File: src/rtl/core/ed_pkg.sv
// Shared constants and controller/datapath interface types for the distance engine.
package ed_pkg;

  localparam int MAX_DIM_DEF = 256;   // default query store depth
  localparam int DIM_W       = 9;     // dim register width
  localparam int VAL_W       = 16;    // element width
  localparam int SQ_W        = 32;    // one squared difference
  localparam int ACC_W       = 40;    // sum of squares
  localparam int DIST_W      = 20;    // integer square root
  localparam int IDX_W       = 16;    // vector ordinal
  localparam int ROOT_W      = ACC_W + 1;
  localparam int ROOT_STEPS  = ACC_W / 2;
  localparam int RCNT_W      = $clog2(ROOT_STEPS + 1);
  localparam int PADDR_W     = 3;
  localparam int PDATA_W     = 32;

  // register index, taken from paddr above the byte lanes
  localparam logic REG_DIM = 1'b0;

  // input op codes
  localparam logic OP_LOAD = 1'b0;
  localparam logic OP_CAND = 1'b1;

  typedef struct packed {
    logic load_we;     // write query element
    logic cand_take;   // latch candidate element, advance position
    logic sq_en;       // register squared difference
    logic acc_add;     // add squared difference into accumulator
    logic root_start;  // load root unit from accumulator sum
    logic root_step;   // one digit of the square root
    logic out_load;    // move result into output register
  } ed_cmd_t;

  typedef struct packed {
    logic last_elem;   // current candidate position is the last one
    logic root_done;   // all root digits done
  } ed_sts_t;

endpackage

File: src/rtl/core/ed_ctrl.sv
// Sequencer for the distance engine: element flow, root iterations, result handoff.
module ed_ctrl
  import ed_pkg::*;
(
  input  logic    clk,
  input  logic    rst,
  input  logic    item_valid,
  output logic    item_ready,
  input  logic    op,
  output logic    result_valid,
  input  logic    result_ready,
  output ed_cmd_t cmd,
  input  ed_sts_t sts
);

  typedef enum logic [2:0] {
    S_IDLE,
    S_MUL,
    S_ADD,
    S_ROOT,
    S_DONE
  } state_t;

  state_t state;
  logic   last_r;   // element in flight closes its vector
  logic   pend;     // squared difference waiting to be added
  logic   accept;
  logic   out_free;

  assign item_ready = (state == S_IDLE);
  assign accept     = item_valid && item_ready;
  assign out_free   = !result_valid || result_ready;

  always_comb begin
    cmd = '0;
    unique case (state)
      S_IDLE: begin
        cmd.acc_add   = pend;
        cmd.load_we   = accept && (op == OP_LOAD);
        cmd.cand_take = accept && (op == OP_CAND);
      end
      S_MUL: begin
        cmd.sq_en = 1'b1;
      end
      S_ADD: begin
        cmd.acc_add    = 1'b1;
        cmd.root_start = 1'b1;
      end
      S_ROOT: begin
        cmd.root_step = !sts.root_done;
      end
      S_DONE: begin
        cmd.out_load = out_free;
      end
      default: begin
        cmd = '0;
      end
    endcase
  end

  always_ff @(posedge clk) begin
    if (rst) begin
      state        <= S_IDLE;
      last_r       <= 1'b0;
      pend         <= 1'b0;
      result_valid <= 1'b0;
    end else begin
      if (cmd.out_load) begin
        result_valid <= 1'b1;
      end else if (result_ready) begin
        result_valid <= 1'b0;
      end
      unique case (state)
        S_IDLE: begin
          pend <= 1'b0;
          if (cmd.cand_take) begin
            last_r <= sts.last_elem;
            state  <= S_MUL;
          end
        end
        S_MUL: begin
          if (last_r) begin
            state <= S_ADD;
          end else begin
            pend  <= 1'b1;
            state <= S_IDLE;
          end
        end
        S_ADD: begin
          state <= S_ROOT;
        end
        S_ROOT: begin
          if (sts.root_done) begin
            state <= S_DONE;
          end
        end
        S_DONE: begin
          if (out_free) begin
            state <= S_IDLE;
          end
        end
        default: begin
          state <= S_IDLE;
        end
      endcase
    end
  end

endmodule

File: config.mk
export PLATFORM = sky130hd
export DESIGN_NAME = ed_ctrl
export DESIGN_NICKNAME = d
export VERILOG_FILES = /design/src/rtl/core/ed_pkg.sv /design/src/rtl/core/ed_ctrl.sv
export SDC_FILE = /design/constraint.sdc
export NUM_CORES = 1
export LEC_CHECK = 0
export ABC_AREA = 1
export BUFFER_PORTS_ARGS = -buffer_cell sky130_fd_sc_hd__buf_2
export CORE_AREA = 2 2 39 41
export DETAILED_ROUTE_END_ITERATION = 6
export DIE_AREA = 0 0 41 43
export PLACE_DENSITY = 0.62
export SYNTH_ARGS = -nofsm -noshare
export SYNTH_HDL_FRONTEND = slang
export SYNTH_SLANG_ARGS = --single-unit
export TNS_END_PERCENT = 100
File: constraint.sdc
create_clock -name clk -period 1 [get_ports clk]
set_input_delay 0.05 -clock clk [delete_from_list [all_inputs] [get_ports clk]]
set_output_delay 0.05 -clock clk [all_outputs]
set_load 0.05 [all_outputs]
==> impl_results.md, run 1 <==
* Cell family with most CP delay: flip-flops
* Synth async-reset ratio at 0%
* Failing checks: negative setup slack
* Share of the synthesized area in the top cell type at 29.5%
* Sw Pwr at 0.686 mW
* Outcome: finished, violations left
* Yosys reg bits at 6
* Worst slew margin at 83.6%
* CTS tree: done
* Grt met2 use at 23.8%
* Cell taking the most area after synthesis: dfxtp_1
* Sw frac at 43.8%
* CP max stage delay at 0.35 ns
* Area after DPL at 587 um2
* Die Height at 43 um
* Routed WL at 1.24 mm
* Total Power at 1.57 mW
* Crit path kind: reg2out
* Clock Sinks at 6
* Final hold violation count at 0
* Hold Slack at 0.0390 ns
* Synth unique cells at 19
* Share of layout cells above drive strength 1 at 70.5%
* Initial antenna violation count at 0
* Post-synth top flop: dfxtp_1
* Placed Cells at 98
* Post-DR wirelength/cell at 11.2 um
* Synth Net Count at 67
* GR peak layer: met2
* CTS H-tree depth at 1
* Detailed placement HPWL at 719 um
* Tcrit/Tclk final at 124%
* Mapped cell area at 407 um2
* Overflow left after global routing at 0
* WP buf/inv at 3
* # IOs at 16
* M1 GR Usage at 15.9%
* Initial Util at 29.4%
* Final ANT Viol Nets at 0
* Antenna diode count at 0
* Reg power frac at 19.8%
* Clock slew at reported path FFs at 0.05 ns
* Worst EP required at 0.95 ns
* Pint at 0.880 mW
* Number of global-route vias before repair at 432
* Crit-path slowest cell: dfxtp_4
* RSZ-0062 raised after global routing: yes
* Setup Total Neg Slack at -2.05 ns
* CP Cell Sequence: inv_4 > nand2_4 > nor2_4 > inv_2 > nor3_4 > buf_6
* Met3 global-route usage at 3.14%
* I/O Buffers at 15
* Clock Skews at 0.00724 ns
* Worst min path class: in2reg
* Max Root-Sink Buffers at 2
* Max Fanout on Critical Path at 3
* Via Count at 494
* First-pass GRT wire length at 1.70 mm
* Syn. warnings at 0
* Number of cell rows at 14
* Worst setup SP type: flop
* CTS Hold Bufs at 0
* Number of max-cap violations at 0
* Final setup viols at 12
* Syn-to-layout area delta at 101%
* Root Driver: clkbuf_4
* DR iter-0 viols at 5
* Clock share of power at 15.6%
* Commonest non-fill, non-tap cell in the layout: buf_4
* Die ar. at 1760 um2
* Gate Count Post-Synth at 60
* Vias per cell at 4.45
* First drt pass iteration count at 6
* Largest net degree at the start of global routing at 8
* Worst-Skew Late Latency at 0.25 ns
* DRC at 0
* Fin util at 59.0%
* Peak VDD IR at 0.728 mV
* Design Area, Final at 817 um2
* Setup crit end kind: primary output
* Tot GR Track Use at 15.0%
* Final WS setup at -0.241 ns
* Inserted Clock Buffers at 3
* Lkg Pwr at 0.407 nW
* Pwr/cell area at 1920 nW/um2
* Final GP Congestion at 0.733
* Number of enable flip-flop cells after synthesis at 0
* Tmin final at 1.24 ns
* Setup Slack @ Placement at -0.200 ns
* CP arrival at 1.19 ns
* Least-Margin Pin Slew at 0.248 ns
* Top post-synthesis cells by area: dfxtp_1 30%, inv_1 12%, nand2_1 8.3%
* Fin cells at 111
* Max Slew Vio Count at 0
* Sequential area share after synthesis at 29.5%
* Syn Area/Cell at 6.78 um2
* Fmax at 806 MHz
* Combinational share of power at 64.6%
* Die span in x at 41 um
* Most frequent cells in the layout: 12 x buf_4, 10 x buf_6, 9 x inv_1
* Core area at 1380 um2
* Final layout net count at 103
## flip-flops by register name, summed over array words and instances (netlist names)
signal and flops:
last_r 1, result_valid 1, pend 1, state 3
## worst reg2reg max path, delay by kind of cell (launching register included)
family / cells / cell delay (ns)
AO/OA/AOI/OAI: 1 / 0.12
AND/OR/NAND/NOR: 3 / 0.32
buffers and inverters: 2 / 0.29
flip-flops: 1 / 0.35
## Yosys cell counts, types with 2 or more instances
cell,instances
nor2_1,5
inv_1,13
nor2_2,2
dfxtp_1,6
nand2_2,2
o21ai_1,2
a21oi_1,4
nand3_2,2
nand3_1,4
nand2_1,9
inv_2,3
## final timing paths
check             startpoint        to  slack [ns]  depth (start not counted)
hold / removal           rst    last_r        0.04                          2
hold reg to reg         pend      pend        0.47                          2
setup reg to reg    state[2]  state[2]       -0.18                          6
setup / recovery    state[2]    cmd[6]       -0.24                          6
## power groups by stage
stage                     clock, mW  combinational (mW)  sequential (mW)
after floorplan                   0               0.462            0.344
after global placement            0               0.680            0.312
after detailed placement          0               0.680            0.313
after CTS                     0.259               0.882            0.310
after global routing          0.266                1.06            0.314
final                         0.244                1.01            0.309
## logic make-up (layout without fill, tap and decap cells)
group | after synthesis | in the layout | synth area share (%)
buf+inv | 17 | 52 | 17.5
compound gates | 8 | 8 | 11.7
flops | 6 | 6 | 29.5
simple gates | 29 | 29 | 41.2
## layout make-up
| type | count | area [um2] |
|---|---|---|
| Timing Repair Buffer | 32 | 283 |
| Multi-Input combinational cell | 37 | 287 |
| Fill cell | 121 | 567 |
| Clock buffer | 4 | 26.3 |
| Sequential cell | 6 | 130 |
| Inverter | 16 | 71.3 |
| Tap cell | 16 | 20.0 |
## what timing repair did
item	in CTS	in global routing
resized for setup	28	13
setup buffers	6	3
gates cloned	0	0
endpoints found under the setup margin	13	13
pin swaps	6	6
endpoints found under the hold margin	0	0
## layer usage
layer  part of all wire, %  wire length [um]  vias to the layer above
li1                      -                 -                      254
met1                    40               498                      223
met2                    55               681                       13
met3                   2.5                31                        4
met4                   2.2                27                        0
met5                     0                 0                        -
No activity file was read; power rests on OpenSTA's default activity.
==> run 2, diff against run 1 <==
--- a/config.mk
+++ b/config.mk
@@ -5,13 +5,12 @@
 export SDC_FILE = /design/constraint.sdc
 export NUM_CORES = 1
 export LEC_CHECK = 0
-export ABC_AREA = 1
 export BUFFER_PORTS_ARGS = -buffer_cell sky130_fd_sc_hd__buf_2
 export CORE_AREA = 2 2 39 41
 export DETAILED_ROUTE_END_ITERATION = 6
 export DIE_AREA = 0 0 41 43
-export PLACE_DENSITY = 0.62
+export HOLD_SLACK_MARGIN = 0.15
+export PLACE_DENSITY = 0.54
 export SYNTH_ARGS = -nofsm -noshare
 export SYNTH_HDL_FRONTEND = slang
 export SYNTH_SLANG_ARGS = --single-unit
-export TNS_END_PERCENT = 100
==> impl_results.md, run 2 <==
* Initial antenna violation count at 0
* Fill count at 129
* Syn Area/Cell at 8.13 um2
* First drt pass iteration count at 3
* Antenna diode count at 0
* Crit-path slowest cell: or3_4
* Lkg Pwr at 0.297 nW
* Number of max-cap violations at 0
* Tmin final at 1.39 ns
* Clock slew at reported path FFs at 0.04 ns
* Share of the synthesized area in the top cell type at 38.9%
* Clock Skews at 0.00516 ns
* Max Fanout on Critical Path at 5
* Final GP Congestion at 0.672
* Largest register FFs at 3
* Design Area, Final at 691 um2
* Final ANT Viol Nets at 0
* Vias per cell at 4.48
* Cell taking the most area after synthesis: dfxtp_1
* Synth Net Count at 45
* Tcrit/Tclk final at 139%
* Final setup viols at 11
* Core area at 1380 um2
* Syn-to-layout area delta at 123%
* Sequential area share after synthesis at 38.9%
* Setup Total Neg Slack at -2.53 ns
* CP Cell Sequence: or3_4 > nor3b_4 > buf_6
* Share of layout cells above drive strength 1 at 67.1%
* Cell family with most CP delay: simple AND/OR/NAND/NOR gates
* Top post-synthesis cells by area: dfxtp_1 39%, nor2_1 8.5%, nor3b_1 7.3%
* DR iter-0 viols at 3
* Synth unique cells at 20
* Die span in x at 41 um
* I/O Buffers at 15
* Pwr/cell area at 903 nW/um2
* Worst slew margin at 83.1%
* CTS tree: done
* Via Count at 385
* Peak VDD IR at 0.599 mV
* Yosys reg bits at 6
* Final layout net count at 79
* Hold Slack at 0.127 ns
* Most frequent cells in the layout: 9 x buf_6, 8 x buf_4, 7 x buf_2
* CP arrival at 1.34 ns
* CTS H-tree depth at 1
* DRC at 0
* Fmax at 721 MHz
* Mapped cell area at 309 um2
* Syn. warnings at 0
* First-pass GRT wire length at 1.51 mm
* Max Slew Vio Count at 0
* # IOs at 16
* Post-synth top flop: dfxtp_1
* Number of global-route vias before repair at 356
* CP max stage delay at 0.42 ns
* Worst-Skew Late Latency at 0.23 ns
* Reg area at 124 um2
* Crit path kind: reg2out
* Max Root-Sink Buffers at 2
* Final hold violation count at 0
* R2R Path Start: state[1]
* Worst EP required at 0.95 ns
* Inserted Clock Buffers at 3
* Multi-input gate area at 239 um2
* Failing checks: negative setup slack
* Largest reg by FF count: state
* Setup crit end kind: primary output
* Synth top cells by count: 7 x nor2_1, 6 x dfxtp_1, 3 x a21oi_1, 3 x nand2_1, 3 x nor3b_1
* Tot GR Track Use at 12.9%
* Overflow left after global routing at 0
* RSZ-0062 raised after global routing: yes
* WP buf/inv at 1
* Outcome: finished, violations left
* Post-DR wirelength/cell at 12.0 um
* Largest net degree at the start of global routing at 9
* Routed WL at 1.03 mm
* Number of cell rows at 14
* Commonest non-fill, non-tap cell in the layout: buf_6
* Setup Slack @ Placement at -0.211 ns
* Cell with the most instances after synthesis: nor2_1
* Root Driver: clkbuf_4
* Synth async-reset ratio at 0%
* Initial Util at 22.3%
* Worst min path class: in2reg
* Die Height at 43 um
* Detailed placement HPWL at 610 um
* Final WS setup at -0.387 ns
* Die ar. at 1760 um2
* Hold Startpoint: result_ready
* Number of enable flip-flop cells after synthesis at 0
* Clock Sinks at 6
* Total Power at 0.624 mW
* Least-Margin Pin Slew at 0.255 ns
* Worst setup SP type: flop
* Area after DPL at 463 um2
* Critical Path Start: state[1]
* Gate Count Post-Synth at 38
[run 2: report_power, final]
group / leakage (nW) / internal, mW / total [mW] / switching [mW]
sequential: 0.0501 / 0.246 / 0.250 / 0.00398
combinational: 0.233 / 0.0794 / 0.168 / 0.0889
clock: 0.0138 / 0.135 / 0.205 / 0.0707
total: 0.297 / 0.460 / 0.624 / 0.164
[run 2: worst paths after layout]
kind	to	depth (start not counted)	slack [ns]
min	state[2]	4	0.13
max	cmd[6]	3	-0.39
max reg2reg	last_r	5	-0.22
min reg2reg	last_r	2	0.51
[run 2: what timing repair did]
action / 4_1_cts / 5_1_grt
cloned: 0 / 0
pin swaps: 1 / 2
setup endpoints to repair: 11 / 12
buffers inserted: 4 / 4
hold buffers: 5 / 0
endpoints found under the hold margin: 6 / 0
resized for setup: 23 / 6
[run 2: logic make-up after synthesis]
kind of cell           count (synthesis)  share of synthesized area [%]
AO/OA/AOI/OAI                          7                           14.2
buffers and inverters                  4                           8.09
flip-flops                             6                           38.9
AND/OR/NAND/NOR                       21                           38.9
[run 2: area by class of cell]
type / instances / area share [%]
clock buffer: 3 / 3.26
inverter: 2 / 1.27
multi-input combinational: 28 / 34.6
sequential: 6 / 17.9
tap: 16 / 2.90
timing repair buffer: 31 / 40.0
[run 2: layer usage]
metal | up-vias | track usage [%] | wire length [um]
li1 | 202 | - | -
met1 | 176 | 15.5 | 470
met2 | 5 | 19.4 | 528
met3 | 2 | 3.14 | 20
met4 | 0 | 8.00 | 14
met5 | - | 0 | 0
[run 2: through the flow]
stage	cells	utilization (%)
finish	86	49.9
global route	86	49.9
CTS	82	46.2
detailed placement	70	33.5
global placement	70	33.5
floorplan	38	-
[run 2: worst min-delay path, cell delays in order]
cell	delay, ns
buf_2	0.08
nor2b_2	0.05
nand3_1	0.08
a21oi_1	0.05
==> run 3, diff against run 2 <==
--- a/config.mk
+++ b/config.mk
@@ -5,12 +5,13 @@
 export SDC_FILE = /design/constraint.sdc
 export NUM_CORES = 1
 export LEC_CHECK = 0
+export ABC_AREA = 1
 export BUFFER_PORTS_ARGS = -buffer_cell sky130_fd_sc_hd__buf_2
 export CORE_AREA = 2 2 39 41
 export DETAILED_ROUTE_END_ITERATION = 6
 export DIE_AREA = 0 0 41 43
 export HOLD_SLACK_MARGIN = 0.15
-export PLACE_DENSITY = 0.54
+export PLACE_DENSITY = 0.62
 export SYNTH_ARGS = -nofsm -noshare
 export SYNTH_HDL_FRONTEND = slang
 export SYNTH_SLANG_ARGS = --single-unit
==> impl_results.md, run 3 (synthesis gave the netlist of run 1 again) <==
* Syn-to-layout area delta at 106%
* Crit path kind: reg2out
* Metal-1 WL at 511 um
* Largest register FFs at 3
* Initial antenna violation count at 0
* Final WS setup at -0.243 ns
* # IOs at 16
* I/O Buffers at 15
* Flop2flop setup slack at -0.18 ns
* R2R Path Start: state[2]
* Detailed placement HPWL at 719 um
* Worst EP required at 0.95 ns
* Vias per cell at 4.38
* Lkg Pwr at 0.416 nW
* End point of the critical path: cmd[6]
* Max Slew Vio Count at 0
* Pwr/cell area at 1880 nW/um2
* CP Cell Sequence: inv_4 > nand2_4 > nor2_4 > inv_2 > nor3_4 > buf_6
* First-pass GRT wire length at 1.71 mm
* Tot GR Track Use at 15.1%
* Number of max-cap violations at 0
* Least-Margin Pin Slew at 0.247 ns
* Die Height at 43 um
* Routed wl met3 at 27 um
* Core area at 1380 um2
* Die ar. at 1760 um2
* CTS tree: done
* Setup Slack @ Placement at -0.200 ns
* Worst slew margin at 83.6%
* First drt pass iteration count at 4
* R2R Path End: state[2]
* Fill count at 117
* Worst-Skew Late Latency at 0.25 ns
* Number of cell rows at 14
* Largest net degree at the start of global routing at 8
* DR iter-0 viols at 8
* Tmin final at 1.24 ns
* Outcome: finished, violations left
* Fin cells at 113
* Worst setup SP type: flop
* Die span in x at 41 um
* Inserted Clock Buffers at 3
* Clock Sinks at 6
* Final layout net count at 105
* Uppermost layer routed: met4
* Commonest non-fill, non-tap cell in the layout: buf_4
* Setup Total Neg Slack at -2.07 ns
* Failing checks: negative setup slack
* CTS H-tree depth at 1
* Root Driver: clkbuf_4
* Share of layout cells above drive strength 1 at 69.1%
* Initial Util at 29.4%
* CP arrival at 1.19 ns
* Final GP Congestion at 0.733
* Max Root-Sink Buffers at 2
* Clock slew at reported path FFs at 0.05 ns
* DRC at 0
* Via Count at 495
* Fin util at 60.5%
* Max Fanout on Critical Path at 3
* Clock Skews at 0.00877 ns
* Tcrit/Tclk final at 124%
* Length of routed met2 wiring at 692 um
* Post-DR wirelength/cell at 11.0 um
* Most frequent cells in the layout: 12 x buf_4, 10 x buf_6, 9 x inv_1
* Peak VDD IR at 0.729 mV
* Setup crit end kind: primary output
* RSZ-0062 raised after global routing: yes
* Final ANT Viol Nets at 0
* Number of global-route vias before repair at 435
* Final hold violation count at 0
* Worst r2r path cells at 6
* Placed Cells at 98
* Largest reg by FF count: state
* CP max stage delay at 0.35 ns
* Crit-path slowest cell: dfxtp_4
* Fmax at 804 MHz
* CTS Hold Bufs at 2
* Worst min path class: in2reg
* Routed WL at 1.25 mm
* Critical Path Start: state[2]
* Antenna diode count at 0
* Final setup viols at 12
* Overflow left after global routing at 0
-- run 3: cell count changes in the layout (fill, tap and decap cells not counted), moves of 3 or more --
cell / previous run / this run
nor3b_4: 3 / 0
nand2_1: 2 / 5
inv_2: 0 / 4
dlygate4sd3_1: 5 / 2
inv_1: 1 / 9
nand2_4: 0 / 3
buf_4: 8 / 12
nand2_2: 1 / 4
-- run 3: repair_timing --
action	4_1_cts	5_1_grt
setup endpoints to repair	13	13
resized for setup	28	13
buffers inserted	6	3
hold endpoints to repair	5	1
pin swaps	6	6
-- run 3: layout make-up --
cell class	instances	area [um2]	share of cell area (%)
Timing Repair Buffer	34	303	36.2
Multi-Input combinational cell	37	287	34.2
Sequential cell	6	130	15.5
Inverter	16	71.3	8.52
Clock buffer	4	26.3	3.14
Tap cell	16	20.0	2.39
-- run 3: where the power goes --
part | internal [mW] | switching, mW
combinational | 0.455 | 0.563
clock | 0.152 | 0.0942
sequential | 0.279 | 0.0303
-- run 3: worst min path at each step --
stage	startpoint	to	slack, ns	cells past startpoint
after CTS	result_ready	result_valid	0.08	4
after detailed placement	rst	last_r	0.27	2
after global placement	rst	last_r	0.27	2
after global routing	result_ready	result_valid	0.14	4
final	result_ready	result_valid	0.09	4
after floorplan	rst	result_valid	0.11	1
-- run 3: layer usage --
metal,up-vias,GRT usage [%]
li1,257,-
met2,11,23.8
met4,0,12.0
met5,-,0
met3,2,3.14
met1,225,16.2
-- run 3: worst max-delay path: cells and delay by family, from the launching register on --
family | cells | cell delay, ns
buf+inv | 3 | 0.31
flops | 1 | 0.35
simple gates | 3 | 0.29
-- run 3: per-stage QoR --
| stage | total power [mW] | hold WS, ns | instance area, um2 |
|---|---|---|---|
| finish | 1.57 | 0.0924 | 837 |
| global route | 1.65 | 0.137 | 837 |
| CTS | 1.46 | 0.0821 | 769 |
| detailed placement | 0.993 | 0.275 | 587 |
| global placement | 0.992 | 0.274 | 587 |
| floorplan | 0.805 | 0.112 | 443 |
